==> src/hw/rtl/assert_macros.svh <==
// Assertion macros for the ring buffer RTL, included by the sequencer.
`ifndef ASSERT_MACROS_SVH
`define ASSERT_MACROS_SVH

// Same-cycle implication.
`define ASSERT_IMPLIES(lbl, clk, rst, ante, cons, msg) \
   lbl: assert property (@(posedge clk) disable iff (rst) (ante) |-> (cons)) \
      else $error(msg);

// Next-cycle implication.
`define ASSERT_NEXT(lbl, clk, rst, ante, cons, msg) \
   lbl: assert property (@(posedge clk) disable iff (rst) (ante) |=> (cons)) \
      else $error(msg);

`endif

==> src/hw/rtl/mcorb_pkg.sv <==
// Package with sizes, codes and types of the multichannel ring buffer.
package mcorb_pkg;

   localparam int CHANNELS = 8;
   localparam int DEPTH    = 1024;
   localparam int CH_W     = $clog2(CHANNELS);
   localparam int PTR_W    = $clog2(DEPTH);
   localparam int CNT_W    = $clog2(DEPTH + 1);
   localparam int ADDR_W   = CH_W + PTR_W;
   localparam int CTX_W    = CNT_W + 2 * PTR_W;

   localparam logic       CMD_WRITE = 1'b0;
   localparam logic       CMD_READ  = 1'b1;

   localparam logic [2:0] ST_WRITE_DONE = 3'd0;
   localparam logic [2:0] ST_DELIVERED  = 3'd1;
   localparam logic [2:0] ST_EMPTY      = 3'd2;
   localparam logic [2:0] ST_ESCAPE     = 3'd3;
   localparam logic [2:0] ST_DISABLED   = 3'd4;

   localparam logic [7:0] ESCAPE_BYTE = 8'h01;

   typedef struct packed {
      logic [CNT_W-1:0] fill;
      logic [PTR_W-1:0] rp;
      logic [PTR_W-1:0] wp;
   } ctx_type;

   typedef struct packed {
      logic            wr_en;
      logic [CH_W-1:0] wr_addr;
      ctx_type         wr_data;
      logic            rd_en;
      logic [CH_W-1:0] rd_addr;
   } ctx_req_type;

   typedef struct packed {
      logic              wr_en;
      logic [ADDR_W-1:0] wr_addr;
      logic [7:0]        wr_data;
      logic              rd_en;
      logic [ADDR_W-1:0] rd_addr;
   } byte_req_type;

   function automatic logic [PTR_W-1:0] ptr_next(input logic [PTR_W-1:0] p);
      logic [PTR_W-1:0] r;
      if (p == PTR_W'(DEPTH - 1)) begin
         r = '0;
      end else begin
         r = p + PTR_W'(1);
      end
      return r;
   endfunction

endpackage

==> src/hw/rtl/mcorb_ctrl.sv <==
// Sequencer: pointer table read-modify-write, byte access and escape decoding.
`include "assert_macros.svh"

module mcorb_ctrl
   import mcorb_pkg::*;
(
   input  logic               clock,
   input  logic               reset,
   input  logic               enable,
   input  logic               start,
   output logic               busy,
   input  logic               req_command,
   input  logic [CH_W-1:0]    req_channel,
   input  logic [7:0]         req_data_in,
   output logic               rsp_strobe,
   output logic [2:0]         rsp_status,
   output logic [7:0]         rsp_data_out,
   output ctx_req_type        ctx_req,
   input  logic [CTX_W-1:0]   ctx_rd_data,
   output byte_req_type       byte_req,
   input  logic [7:0]         byte_rd_data
);

   typedef enum logic [2:0] {
      S_IDLE = 3'b001,
      S_CTX  = 3'b010,
      S_BYTE = 3'b100
   } state_type;

   state_type          state_ff, state_in;
   logic               cmd_ff, cmd_in;
   logic [CH_W-1:0]    ch_ff, ch_in;
   logic [7:0]         din_ff, din_in;
   logic               esc_ff, esc_in;
   logic [CHANNELS-1:0] ctx_valid_ff, ctx_valid_in;
   logic               rsp_strobe_ff, rsp_strobe_in;
   logic [2:0]         rsp_status_ff, rsp_status_in;
   logic [7:0]         rsp_data_ff, rsp_data_in;

   ctx_type            ctx_cur;
   ctx_type            ctx_new;
   logic [PTR_W-1:0]   wp_next;
   logic [PTR_W-1:0]   rp_next;

   always_comb begin
      ctx_cur  = ctx_valid_ff[ch_ff] ? ctx_type'(ctx_rd_data) : '0;
      wp_next  = ptr_next(ctx_cur.wp);
      rp_next  = ptr_next(ctx_cur.rp);
      ctx_new  = ctx_cur;

      state_in      = state_ff;
      cmd_in        = cmd_ff;
      ch_in         = ch_ff;
      din_in        = din_ff;
      esc_in        = esc_ff;
      ctx_valid_in  = ctx_valid_ff;
      rsp_strobe_in = 1'b0;
      rsp_status_in = rsp_status_ff;
      rsp_data_in   = rsp_data_ff;
      ctx_req       = '0;
      byte_req      = '0;

      case (state_ff)
         S_IDLE: begin
            if (start) begin
               cmd_in          = req_command;
               ch_in           = req_channel;
               din_in          = req_data_in;
               ctx_req.rd_en   = 1'b1;
               ctx_req.rd_addr = req_channel;
               state_in        = S_CTX;
            end
         end
         S_CTX: begin
            state_in      = S_IDLE;
            rsp_strobe_in = 1'b1;
            rsp_data_in   = 8'h00;
            if (!enable) begin
               rsp_status_in = ST_DISABLED;
            end else if (cmd_ff == CMD_WRITE) begin
               rsp_status_in    = ST_WRITE_DONE;
               byte_req.wr_en   = 1'b1;
               byte_req.wr_addr = {ch_ff, ctx_cur.wp};
               byte_req.wr_data = din_ff;
               ctx_new.wp       = wp_next;
               if (ctx_cur.fill == CNT_W'(DEPTH)) begin
                  ctx_new.rp = wp_next;
               end else begin
                  ctx_new.fill = ctx_cur.fill + CNT_W'(1);
               end
               ctx_req.wr_en       = 1'b1;
               ctx_req.wr_addr     = ch_ff;
               ctx_req.wr_data     = ctx_new;
               ctx_valid_in[ch_ff] = 1'b1;
            end else if (ctx_cur.fill == '0) begin
               rsp_status_in = ST_EMPTY;
            end else begin
               rsp_strobe_in       = 1'b0;
               byte_req.rd_en      = 1'b1;
               byte_req.rd_addr    = {ch_ff, ctx_cur.rp};
               ctx_new.rp          = rp_next;
               ctx_new.fill        = ctx_cur.fill - CNT_W'(1);
               ctx_req.wr_en       = 1'b1;
               ctx_req.wr_addr     = ch_ff;
               ctx_req.wr_data     = ctx_new;
               ctx_valid_in[ch_ff] = 1'b1;
               state_in            = S_BYTE;
            end
         end
         S_BYTE: begin
            state_in      = S_IDLE;
            rsp_strobe_in = 1'b1;
            if (esc_ff) begin
               esc_in        = 1'b0;
               rsp_status_in = ST_DELIVERED;
               rsp_data_in   = byte_rd_data - 8'h01;
            end else if (byte_rd_data == ESCAPE_BYTE) begin
               esc_in        = 1'b1;
               rsp_status_in = ST_ESCAPE;
               rsp_data_in   = 8'h00;
            end else begin
               rsp_status_in = ST_DELIVERED;
               rsp_data_in   = byte_rd_data;
            end
         end
         default: begin
            state_in = S_IDLE;
         end
      endcase
   end

   always_ff @(posedge clock) begin
      if (reset) begin
         state_ff      <= S_IDLE;
         esc_ff        <= 1'b0;
         ctx_valid_ff  <= '0;
         rsp_strobe_ff <= 1'b0;
      end else begin
         state_ff      <= state_in;
         esc_ff        <= esc_in;
         ctx_valid_ff  <= ctx_valid_in;
         rsp_strobe_ff <= rsp_strobe_in;
      end
   end

   always_ff @(posedge clock) begin
      cmd_ff        <= cmd_in;
      ch_ff         <= ch_in;
      din_ff        <= din_in;
      rsp_status_ff <= rsp_status_in;
      rsp_data_ff   <= rsp_data_in;
   end

   assign busy         = (state_ff != S_IDLE);
   assign rsp_strobe   = rsp_strobe_ff;
   assign rsp_status   = rsp_status_ff;
   assign rsp_data_out = rsp_data_ff;

   `ASSERT_NEXT(a_start_reads_ctx, clock, reset, start && !busy, state_ff == S_CTX,
      "accepted transaction did not reach the pointer table stage")
   `ASSERT_IMPLIES(a_ctx_wr_stage, clock, reset, ctx_req.wr_en,
      state_ff == S_CTX && enable, "pointer table written outside its stage")
   `ASSERT_IMPLIES(a_byte_rd_stage, clock, reset, byte_req.rd_en,
      state_ff == S_CTX && cmd_ff == CMD_READ, "byte read issued outside a read")
   `ASSERT_IMPLIES(a_escape_reported, clock, reset, $rose(esc_ff),
      rsp_strobe_ff && rsp_status_ff == ST_ESCAPE, "escape set without escape status")

endmodule

==> config.mk <==
export PLATFORM = sky130hd
export DESIGN_NAME = mcorb_ctrl
export DESIGN_NICKNAME = d
export VERILOG_FILES = /design/src/hw/rtl/mcorb_pkg.sv /design/src/hw/rtl/mcorb_ctrl.sv
export VERILOG_INCLUDE_DIRS = /design/src /design/src/hw/rtl
export SDC_FILE = /design/constraint.sdc
export NUM_CORES = 1
export LEC_CHECK = 0
export ABC_AREA = 1
export ABC_CLOCK_PERIOD_IN_PS = 5540
export BUFFER_PORTS_ARGS = -buffer_cell sky130_fd_sc_hd__buf_2
export CAP_MARGIN = 20
export CORE_ASPECT_RATIO = 1.75
export CORE_MARGIN = 3
export CORE_UTILIZATION = 53
export CTS_CLUSTER_SIZE = 10
export DETAILED_ROUTE_END_ITERATION = 10
export PLACE_DENSITY_LB_ADDON = 0.3
export SYNTH_ARGS = -nofsm -noshare
export SYNTH_HDL_FRONTEND = slang
export SYNTH_SLANG_ARGS = --single-unit
==> constraint.sdc <==
create_clock -name clock -period 5.54 [get_ports clock]
set_clock_uncertainty 0.15 [all_clocks]
set_input_delay 0.554 -clock clock [delete_from_list [all_inputs] [get_ports clock]]
set_output_delay 0.554 -clock clock [all_outputs]
set_load 0.02 [all_outputs]
==> summary.txt <==
Run status
  • Run status: finished clean

Clocking
  • Clock transition at path regs: roughly 0.070 ns
  • Post-CTS repair timing setup buffer count: 0
  • Total number of clock tree sinks: 36
  • Number of buffers on the longest clock path: 2
  • Number of buffers inserted for hold repair after clock tree synthesis: 0
  • Clock tree from TritonCTS: built
  • Resized cells post-CTS: 0
  • Deepest level of the CTS H-tree: 2
  • CTS buffer count: 5
  • Clock latency reported for the late side of the worst-skew pair: approximately 0.28 ns
  • Root buffer selected by CTS: clkbuf_8

Final layout
  • Area taken by flip-flops and latches: 951 um2
  • Synthesis-to-finish area growth: 24.2%
  • Ratio of cells with drive above 1 in the final layout: 26.8%
  • Area of the multi-input gates: 1990 um2
  • Total number of nets in the final design: 750
  • Number of diodes added for antenna fixing: 0
  • Filler cells: 597

Worst setup path
  • Critical Path Start: ch_ff[0]
  • Type of element launching the critical path: register
  • CP Cell Sequence: inv_2, nand2_1, nand3_1, nand2_1, nor2_2, nor2_2, inv_1, ha_1, nand2_1, nor2_4, nand3b_2, inv_1, nand2_1, xor2_1, nor2_1, buf_2
  • Critical path's largest stage delay: 0.52 ns
  • Kind of end point of the critical path: output port
  • Critical path capture point: ctx_req[24]
  • CP max stage cell: nor2_2
  • Required time at the endpoint of the critical path: 4.84 ns
  • Worst setup path category: register to output port
  • Worst endpoint data arrival time: 3.69 ns
  • Total number of cells along the worst setup path: 16
  • R2R Path Start: ch_ff[0]
  • Cell repeated most along the worst path: nand2_1
  • Setup slack on the worst flop-to-flop path: approximately 2.1 ns
  • Critical path buffers and inverters: 4
  • Path depth of the worst reg2reg path: 16
  • Worst flop-to-flop path endpoint: rsp_status[0]
  • Largest delay contributor family on the critical path: simple AND/OR/NAND/NOR gates
  • Crit-path max FO: 15

GRT
  • Number of global-route vias before repair: 3927
  • Antenna violations before repair: 0
  • Pin count of the biggest net entering global routing: 27
  • Remaining global-route overflow: 0
  • Global-route total usage across every layer: roughly 28%
  • Global-route wire length before repair: 16600 um

Synthesis
  • Syn. warnings: 0
  • Yosys top cell by area: edfxtp_1
  • Area contributors post-synth: edfxtp_1 (20%), nand2_1 (14%), nor2_1 (11%), inv_1 (9.2%), dfxtp_1 (7.7%)
  • Combined area of all synthesized cells: around 3400 um2
  • Top cell type's share of synthesized area: 20.3%
  • Post-synth net total: 616
  • Synthesis-stage register bit count: 36
  • Post-synthesis area per instance: 6.11 um2
  • Sequential element share of the synthesized area: 28.0%
  • Instance count of the mapped netlist: 556
  • Count of cell types in the netlist: 37

Detailed routing
  • Number of iterations in the first detailed-routing pass: 5
  • Post-detailed-route count of antenna-violating nets: 0
  • Post-DR wirelength/cell: 13.6 um
  • Vias per Instance: roughly 5.4
  • Wire length reported by the detailed router: 10500 um
  • DR vias: 4179
  • DRC viols: 0
  • Number of DRC violations after detailed-routing iteration 0: around 330

Timing
  • Slew margin rel.: 30.9%
  • Post-Route Setup TNS: 0 ns
  • Number of hold violations in the final report: 0
  • Unrepaired setup endpoints after global routing: false
  • Smallest hold slack: 0.289 ns
  • Crit path time final: 4.40 ns
  • Period utilisation layout: 79.3%
  • Achievable Freq: between 200 and 250 MHz
  • Transition time of the tightest slew-check pin: 1.03 ns
  • Final Max Tran Viols: 0
  • Number of setup violations in the final report: 0

Pwr
  • Switch Pwr: 476 uW
  • Leak: 2.24 nW
  • Part of the power in the clock network: 19.4%
  • Reg power frac: 32.0%
  • Pwr per Cell Area: ~250 nW/um2
  • Maximum ir drop on the vdd rail: 221 uV
  • Relative contribution of combinational cells to total power: 48.6%
  • Power Internal: just under 600 uW
  • Switching Fraction: 45.1%

Place
  • Buffers on Ports: between 100 and 150
  • Placed wire-length estimate: 8350 um
  • Gpl congestion: 0.950

Floorplan
  • Initial cell density of the core: 54.5%
  • Standard-cell rows: 38
  • Chip width: 66.5 um
  • Die area: about 7400 um2
  • Placeable core region: 6230 um2
  • Die Height: 112 um
  • IO Pins: 143

Flow run
  • MaxCap Viol Count: 0

Worst hold path
  • Class of the worst hold path: primary input to register
-- sequential cells by signal (all words and copies together), names as in the netlist --
name,cells
ch_ff,3
ctx_valid_ff,8
state_ff,3
din_ff,8
cmd_ff,1
rsp_status,3
rsp_data_out,8
rsp_strobe,1
esc_ff,1
-- through the flow --
step	power (mW)	cells	worst slack [ns]	area [um2]	utilization, %
global route	1.12	771	0.887	4220	67.7
CTS	1.05	771	1.21	4220	67.7
detailed placement	0.844	763	1.53	4110	66.1
finish	1.06	771	1.14	4220	67.7
global placement	0.834	763	1.73	4110	66.1
floorplan	0.734	556	2.43	3390	-
-- synthesized netlist by cell type, drive strengths merged --
master and instances:
inv 90, edfxtp 23, xor2 9, dfxtp 13, nor3 8, clkinv 2
ha 5, nand2 137, nand3 53, clkbuf 7, nand4 12, a22o 1
and3 1, nand3b 2, a211oi 1, or2 1, o22ai 1, a21oi 43
o21ai 24, nor2 111, xnor2 3, buf 9
-- worst min path at each step --
stage	from	end	cells after the start
global route	req_data_in[5]	din_ff[5]	1
finish	req_data_in[7]	din_ff[7]	1
CTS	req_data_in[7]	din_ff[7]	1
floorplan	ctx_valid_ff[6]	ctx_valid_ff[6]	2
global placement	ctx_valid_ff[5]	ctx_valid_ff[5]	2
detailed placement	ctx_valid_ff[6]	ctx_valid_ff[6]	2
-- layout by cell type (no fill, tap or decap), drive strengths merged, types with 8 or more instances in the layout --
cell type	netlist	routed
nand2	137	137
buf	9	143
nor3	8	8
a21oi	43	43
edfxtp	23	23
nor2	111	111
o21ai	24	24
dfxtp	13	13
inv	90	90
nand4	12	12
nand3	53	53
xor2	9	9
-- layout make-up --
class / instances / area share [%]
Clock buffer: 7 / 2.31
Inverter: 92 / 8.31
Tap cell: 80 / 2.37
Timing Repair Buffer: 143 / 17.0
Sequential cell: 36 / 22.6
Clock inverter: 1 / 0.119
Multi-Input combinational cell: 412 / 47.3
-- kinds of logic after synthesis --
family          count (synthesis)  share of synthesized area [%]
flops                          36                           28.0
simple gates                  325                           43.3
fa+ha+maj                       5                           1.84
xor+xnor                       12                           3.10
buf+inv                       108                           13.2
compound gates                 70                           10.5
-- metal layers --
layer / share of wire (%) / track usage, % / vias up
met5: 0 / 0 / -
met4: 5.0 / 16.1 / 0
met3: 6.0 / 2.93 / 47
met2: 55 / 53.9 / 209
met1: 34 / 26.7 / 1893
li1: - / - / 2030
-- power by group through the flow --
stage,combinational (mW),sequential (mW),clock (mW)
2_1_floorplan,0.396,0.338,0
3_3_place_gp,0.492,0.342,0
3_5_place_dp,0.501,0.343,0
4_1_cts,0.504,0.338,0.206
5_1_grt,0.568,0.342,0.215
6_report,0.513,0.338,0.205
No activity file was read; power rests on OpenSTA's default activity.
